--- src/design/bsd_pkg.sv ---
// bsd_pkg: shared widths and controller/datapath handshake structs
// for the short division block. No dependencies.
`timescale 1ns / 1ps

package bsd_pkg;

	localparam int LIMB_W  = 17;
	localparam int DIV_W   = 14;
	localparam int TDATA_W = 24;

	typedef struct packed {
		logic load;
		logic mul;
		logic step;
		logic finish;
	} bsd_cmd_t;

	typedef struct packed {
		logic out_busy;
	} bsd_sts_t;

endpackage

--- src/design/bignum_short_division_by_word.sv ---
// Each input word is loaded, multiplied into the remainder, divided in radix-4 steps at
// LIMB_BASE = 100000 and finished into the output word register once that register is free;
// a new input word is taken only after the previous one is finished. The radix-4 restoring
// divider (two quotient bits a cycle) works over the 31-bit remainder*LIMB_BASE+limb.
// Reset (arst_n low): divisor 1, remainder and nonzero flag cleared, no word pending.
`timescale 1ns / 1ps

module bignum_short_division_by_word
	import bsd_pkg::*;
#(
	parameter int LIMB_BASE = 100000
) (
	input  logic               clk,
	input  logic               arst_n,
	input  logic               cfg_we,
	input  logic [DIV_W-1:0]   cfg_wdata,     // divisor
	input  logic               s_axis_tvalid,
	output logic               s_axis_tready,
	input  logic [TDATA_W-1:0] s_axis_tdata,  // [16:0] limb, rest zero
	input  logic               s_axis_tlast,  // last_limb
	output logic               m_axis_tvalid,
	input  logic               m_axis_tready,
	output logic [TDATA_W-1:0] m_axis_tdata,  // [16:0] quotient_limb, rest zero
	output logic               m_axis_tuser,  // [0] any_nonzero
	output logic               m_axis_tlast   // last_out
);

	localparam int M_MAX = (2**DIV_W - 1) * LIMB_BASE + 2**LIMB_W;
	localparam int M_W   = $clog2(M_MAX);
	localparam int ITER  = (M_W + 1) / 2;

	bsd_cmd_t          cmd;
	bsd_sts_t          sts;
	logic [LIMB_W-1:0] quot;

	bsd_ctrl #(
		.ITER(ITER)
	) u_ctrl (
		.clk      (clk),
		.arst_n   (arst_n),
		.in_valid (s_axis_tvalid),
		.in_ready (s_axis_tready),
		.sts      (sts),
		.cmd      (cmd)
	);

	bsd_datapath #(
		.LIMB_BASE (LIMB_BASE),
		.ITER      (ITER)
	) u_dp (
		.clk             (clk),
		.arst_n          (arst_n),
		.cfg_we          (cfg_we),
		.cfg_wdata       (cfg_wdata),
		.in_limb         (s_axis_tdata[LIMB_W-1:0]),
		.in_last         (s_axis_tlast),
		.cmd             (cmd),
		.sts             (sts),
		.out_valid       (m_axis_tvalid),
		.out_ready       (m_axis_tready),
		.out_quotient    (quot),
		.out_any_nonzero (m_axis_tuser),
		.out_last        (m_axis_tlast)
	);

	assign m_axis_tdata = TDATA_W'(quot);

endmodule

--- src/design/bsd_ctrl.sv ---
// bsd_ctrl: sequencer for the short division block.
// Steps load, multiply, radix-4 divide and finish. Depends on bsd_pkg.
`timescale 1ns / 1ps

module bsd_ctrl
	import bsd_pkg::*;
#(
	parameter int ITER = 16
) (
	input  logic     clk,
	input  logic     arst_n,
	input  logic     in_valid,
	output logic     in_ready,
	input  bsd_sts_t sts,
	output bsd_cmd_t cmd
);

	localparam logic [1:0] ST_IDLE = 2'd0;
	localparam logic [1:0] ST_MUL  = 2'd1;
	localparam logic [1:0] ST_DIV  = 2'd2;
	localparam logic [1:0] ST_FIN  = 2'd3;

	localparam int CNT_W = $clog2(ITER);

	logic [1:0]       state_q;
	logic [1:0]       state_d;
	logic [CNT_W-1:0] cnt_q;

	assign in_ready = (state_q == ST_IDLE);

	always_comb begin
		state_d    = state_q;
		cmd        = '0;
		case (state_q)
			ST_IDLE: begin
				if (in_valid) begin
					cmd.load = 1'b1;
					state_d  = ST_MUL;
				end
			end
			ST_MUL: begin
				cmd.mul = 1'b1;
				state_d = ST_DIV;
			end
			ST_DIV: begin
				cmd.step = 1'b1;
				if (cnt_q == CNT_W'(ITER - 1))
					state_d = ST_FIN;
			end
			ST_FIN: begin
				if (!sts.out_busy) begin
					cmd.finish = 1'b1;
					state_d    = ST_IDLE;
				end
			end
			default: state_d = ST_IDLE;
		endcase
	end

	always_ff @(posedge clk or negedge arst_n) begin
		if (!arst_n) begin
			state_q <= ST_IDLE;
			cnt_q   <= '0;
		end else begin
			state_q <= state_d;
			if (cmd.mul)
				cnt_q <= '0;
			else if (cmd.step)
				cnt_q <= cnt_q + CNT_W'(1);
		end
	end

endmodule

--- src/design/bsd_datapath.sv ---
// bsd_datapath: divisor register, running remainder, limb multiply,
// two-bit-per-cycle restoring divider and output word register. Depends on bsd_pkg.
`timescale 1ns / 1ps

module bsd_datapath
	import bsd_pkg::*;
#(
	parameter int LIMB_BASE = 100000,
	parameter int ITER      = 16
) (
	input  logic              clk,
	input  logic              arst_n,
	input  logic              cfg_we,
	input  logic [DIV_W-1:0]  cfg_wdata,
	input  logic [LIMB_W-1:0] in_limb,
	input  logic              in_last,
	input  bsd_cmd_t          cmd,
	output bsd_sts_t          sts,
	output logic              out_valid,
	input  logic              out_ready,
	output logic [LIMB_W-1:0] out_quotient,
	output logic              out_any_nonzero,
	output logic              out_last
);

	localparam int DW = 2 * ITER;

	logic [DIV_W-1:0]  divisor_q;
	logic [DIV_W-1:0]  d_q;
	logic [DIV_W-1:0]  rem_q;
	logic              nz_q;
	logic [LIMB_W-1:0] limb_q;
	logic              last_q;
	logic [DW-1:0]     num_q;
	logic [DW-1:0]     quo_q;
	logic [DIV_W-1:0]  part_q;
	logic              out_valid_q;
	logic [LIMB_W-1:0] out_quot_q;
	logic              out_nz_q;
	logic              out_last_q;

	logic [DW-1:0]     m_next;
	logic [DIV_W:0]    r_a;
	logic [DIV_W:0]    r_b;
	logic [DIV_W-1:0]  r_a2;
	logic [DIV_W-1:0]  r_b2;
	logic              ge_a;
	logic              ge_b;
	logic              q_nz;
	logic [LIMB_W-1:0] q_sat;

	assign m_next = DW'(rem_q) * DW'(LIMB_BASE) + DW'(limb_q);

	always_comb begin
		r_a  = {part_q, num_q[DW-1]};
		ge_a = (r_a >= {1'b0, d_q});
		r_a2 = ge_a ? DIV_W'(r_a - {1'b0, d_q}) : r_a[DIV_W-1:0];
		r_b  = {r_a2, num_q[DW-2]};
		ge_b = (r_b >= {1'b0, d_q});
		r_b2 = ge_b ? DIV_W'(r_b - {1'b0, d_q}) : r_b[DIV_W-1:0];
	end

	assign q_nz  = (quo_q != '0);
	assign q_sat = (quo_q > DW'(LIMB_BASE - 1)) ? LIMB_W'(LIMB_BASE - 1)
		: quo_q[LIMB_W-1:0];

	assign sts.out_busy = out_valid_q & ~out_ready;

	always_ff @(posedge clk or negedge arst_n) begin
		if (!arst_n) begin
			divisor_q   <= DIV_W'(1);
			rem_q       <= '0;
			nz_q        <= 1'b0;
			out_valid_q <= 1'b0;
		end else begin
			if (cfg_we)
				divisor_q <= cfg_wdata;
			if (cmd.finish) begin
				rem_q       <= last_q ? '0 : part_q;
				nz_q        <= last_q ? 1'b0 : (nz_q | q_nz);
				out_valid_q <= 1'b1;
			end else if (out_ready) begin
				out_valid_q <= 1'b0;
			end
		end
	end

	always_ff @(posedge clk) begin
		if (cmd.load) begin
			limb_q <= in_limb;
			last_q <= in_last;
		end
		if (cmd.mul) begin
			num_q  <= m_next;
			part_q <= '0;
			quo_q  <= '0;
			d_q    <= (divisor_q == '0) ? DIV_W'(1) : divisor_q;
		end else if (cmd.step) begin
			num_q  <= {num_q[DW-3:0], 2'b00};
			part_q <= r_b2;
			quo_q  <= {quo_q[DW-3:0], ge_a, ge_b};
		end
		if (cmd.finish) begin
			out_quot_q <= q_sat;
			out_nz_q   <= nz_q | q_nz;
			out_last_q <= last_q;
		end
	end

	assign out_valid       = out_valid_q;
	assign out_quotient    = out_quot_q;
	assign out_any_nonzero = out_nz_q;
	assign out_last        = out_last_q;

endmodule

--- config.mk ---
export PLATFORM = sky130hd
export DESIGN_NAME = bignum_short_division_by_word
export DESIGN_NICKNAME = d
export VERILOG_FILES = /design/src/design/bsd_pkg.sv /design/src/design/bignum_short_division_by_word.sv /design/src/design/bsd_ctrl.sv /design/src/design/bsd_datapath.sv
export SDC_FILE = /design/constraint.sdc
export NUM_CORES = 1
export LEC_CHECK = 0
export BUFFER_PORTS_ARGS = -buffer_cell sky130_fd_sc_hd__clkbuf_2
export CAP_MARGIN = 20
export CORE_UTILIZATION = 61
export DETAILED_ROUTE_END_ITERATION = 10
export GPL_ROUTABILITY_DRIVEN = 0
export GPL_TIMING_DRIVEN = 0
export HOLD_SLACK_MARGIN = 0.1
export PLACE_DENSITY = 0.88
export SYNTH_ARGS = -nofsm -noshare
export SYNTH_HDL_FRONTEND = slang
export SYNTH_SLANG_ARGS = --single-unit
export TNS_END_PERCENT = 1
--- constraint.sdc ---
create_clock -name clk -period 8.7 [get_ports clk]
set_input_delay 0.87 -clock clk [delete_from_list [all_inputs] [get_ports clk]]
set_output_delay 0.87 -clock clk [all_outputs]
set_load 0.05 [all_outputs]
==> reports/qor.txt <==
Cell mode on critical path: ha_1
Total CTS buffers: 17
Routed WL: 25.7 mm
# clock sinks: 165
CTS root buffer: clkbuf_16
Xor/xnor share of the synthesized area: 4.94%
Initial Utilization: 62.3%
Setup TNS: 0 ns
Detail Placement HPWL: 19.1 mm
Port Buf Inserts: 57
Gr usage total: 26.9%
CTS Hold Buffers Added: 0
Setup violators final: 0
Synth unique cells: 74
Die Height: 140 um
Pin count of the biggest net entering global routing: 37
Synth top cells by count: ha_1 (144), inv_1 (126), nor2_1 (94)
CTS HTree Levels: 4
Critical Path Source Type: flop
Die area: 19700 um2
First-pass GRT wire length: 41.5 mm
Clock-pin slew on the worst setup and hold paths: 0.08 ns
Synthesis Warnings: 0
CTS tree: built
Mux share of post-synthesis cell area: 6.69%
Crit Path Class: flop to flop
# rows: 50
Final worst slack: 2.73 ns
Post-Synthesis Cells: 1151
Final hold slack: 0.521 ns
N_diodes: 0
Clock skew: 0.0100 ns
Worst Max-Slew Pin Slew: 0.919 ns
Hold Vio Cnt, Final: 0
GRT overflow: 0
Most frequent cell after synthesis: ha_1
Drt wl/cell: 17.3 um
Max Fclk: 168 MHz
Minimum clock period: 5.97 ns
CP max stage cell: fa_1
Outcome: finished, final reports clean
Mapped cell area: 11700 um2
Largest family of logic cells by synthesized area: adder cells
EDFF count, synth: 83
Compound-gate portion of the synthesized area: 12.7%
Synth top area share: 21.3%
Vias: 8841
Initial antenna violation count: 0
DR vias/cell: 5.97
Core ar.: 18800 um2
Seq/Total Area, Yosys: 36.9%
Flop and latch count out of synthesis: 165
Number of max-cap violations: 0
CP peak stage delay: 0.54 ns
Drt first pass iters: 5
RSZ-0062 raised after global routing: no
Largest fanout on the critical path: 7
CTS Buffer Depth: 2
ANT nets after route: 0
Ys flop type: edfxtp_1
Worst slew margin relative to its limit: 38.7%
Filler cell count in the final layout: 1334
Final Slew Violations: 0
Via count of the first global-routing pass: 8566
Adder-Cell Fraction of Synth Area: 21.4%
Leading area contributor after synthesis: edfxtp_1
Hold Crit Class: input port to asynchronous set/reset pin
Layout area overhead: 10.8%
Avg Synthesized Cell Area: 10.2 um2
Arrival time of the worst setup path: 6.17 ns
Crit-path cells: ha_1 > ha_1 > xor2_1 > ha_1 > a31o_2 > fa_1 > inv_1 > fa_1 > inv_1 > ha_1 > clkbuf_1 > nand2_1 > nor3_1 > o21ai_0 > nor3b_1 > nor3_1 > and3_1 > clkbuf_1 > nand4_1 > xnor2_1 > o21ai_1
Crit share post-route: 68.6%
Post-cts sizing count: 0
DRC Markers: 0
Async S/R FF share, synth: 21.8%
Share of layout cells above drive strength 1: 11.9%
CP Data Required Time: 8.90 ns
Die width: 140 um
# Post-CTS Setup Buffers: 0
Placement Setup Slack: 2.89 ns
Crit. End Element: flop
Post-Synth Simple-Gate Area: 11.2%
Synth area leaders: edfxtp_1 (21%), ha_1 (15%), dfxtp_1 (7.9%)
IO Pins: 72
Fin nets: 1457
1st-iter DRT viols: 612
Skew-Pair Late Insertion Delay: 0.45 ns
-- through the flow --
step,instances,util (%),cell area [um2]
after CTS,1481,69.0,13000
after global routing,1481,69.0,13000
after detailed placement,1449,65.7,12300
after global placement,1448,65.5,12300
after floorplan,1157,-,11700
final,1481,69.0,13000
-- critical path: cells and delay by family (launching register included) --
family / cells / cell delay [ns]
flops: 1 / 0.48
compound gates: 3 / 0.76
simple gates: 6 / 1.21
xor+xnor: 2 / 0.34
buf+inv: 4 / 0.63
fa+ha+maj: 6 / 2.29
-- cell families after synthesis --
| group | Yosys count |
|---|---|
| AO/OA/AOI/OAI | 222 |
| XOR/XNOR | 66 |
| adder cells (fa/ha/maj) | 179 |
| buffers and inverters | 179 |
| flip-flops | 165 |
| multiplexers | 74 |
| other | 1 |
| AND/OR/NAND/NOR | 265 |
-- state kept, by name, summed over array words and instances (netlist names), 4 cells and up --
register           count
u_dp.out_quotient     17
u_dp.limb_q           17
u_ctrl.cnt_q           4
u_dp.divisor_q        14
u_dp.rem_q            14
u_dp.part_q           14
u_dp.d_q              14
u_dp.num_q            32
u_dp.quo_q            32
-- layer usage --
layer  up-vias  part of all wire, %  global-route usage, %
li1       4223                    -                      -
met1      4215                   42                   33.3
met2       336                   50                   47.2
met3        67                  5.7                   4.65
met4         0                  2.7                   10.3
met5         -                    0                      0
-- path summary, 6_finish.rpt --
path,endpoint,cells past startpoint,from,slack [ns]
worst max-delay path,u_dp.num_q[30]$_DFFE_PP_,21,u_dp.rem_q[2]$_DFFE_PN0P_,2.73
min in group clk,u_dp.rem_q[13]$_DFFE_PN0P_,2,u_dp.part_q[13]$_SDFFE_PP0P_,0.52
worst max register to register,u_dp.num_q[30]$_DFFE_PP_,21,u_dp.rem_q[2]$_DFFE_PN0P_,2.73
max in group asynchronous,u_dp.nz_q$_DFFE_PN0P_,1,arst_n,7.61
worst min register to register,u_dp.rem_q[13]$_DFFE_PN0P_,2,u_dp.part_q[13]$_SDFFE_PP0P_,0.52
worst min-delay path,u_dp.divisor_q[9]$_DFFE_PN0P_,1,arst_n,0.52
-- placed cells by master, fill, tap and decap left out, drive strengths merged, types with 7 or more instances in the layout --
cell type,n
ha,144
inv,137
clkbuf,112
nor2,94
edfxtp,83
a21oi,62
dfxtp,46
o21ai,43
nand2,42
mux2i,41
xnor2,39
fa,35
dfrtp,35
mux2,33
a21o,28
xor2,27
nand2b,24
a211oi,23
nor3,16
nor4,16
nand3,15
buf,15
nand4,13
and2,12
nor2b,10
a31oi,9
o21a,7
conb,7
-- cell type report --
type	instances	area, um2	area share, %
Sequential cell	165	4320	33.3
Timing Repair Buffer	58	313	2.41
Clock buffer	17	425	3.28
Clock inverter	15	206	1.59
Multi-Input combinational cell	813	6690	51.6
Tap cell	234	293	2.26
Buffer	52	239	1.84
Inverter	127	477	3.68
Power is not shown: default switching activity piles up to over one toggle a cycle in this logic, so the estimate is an artifact.
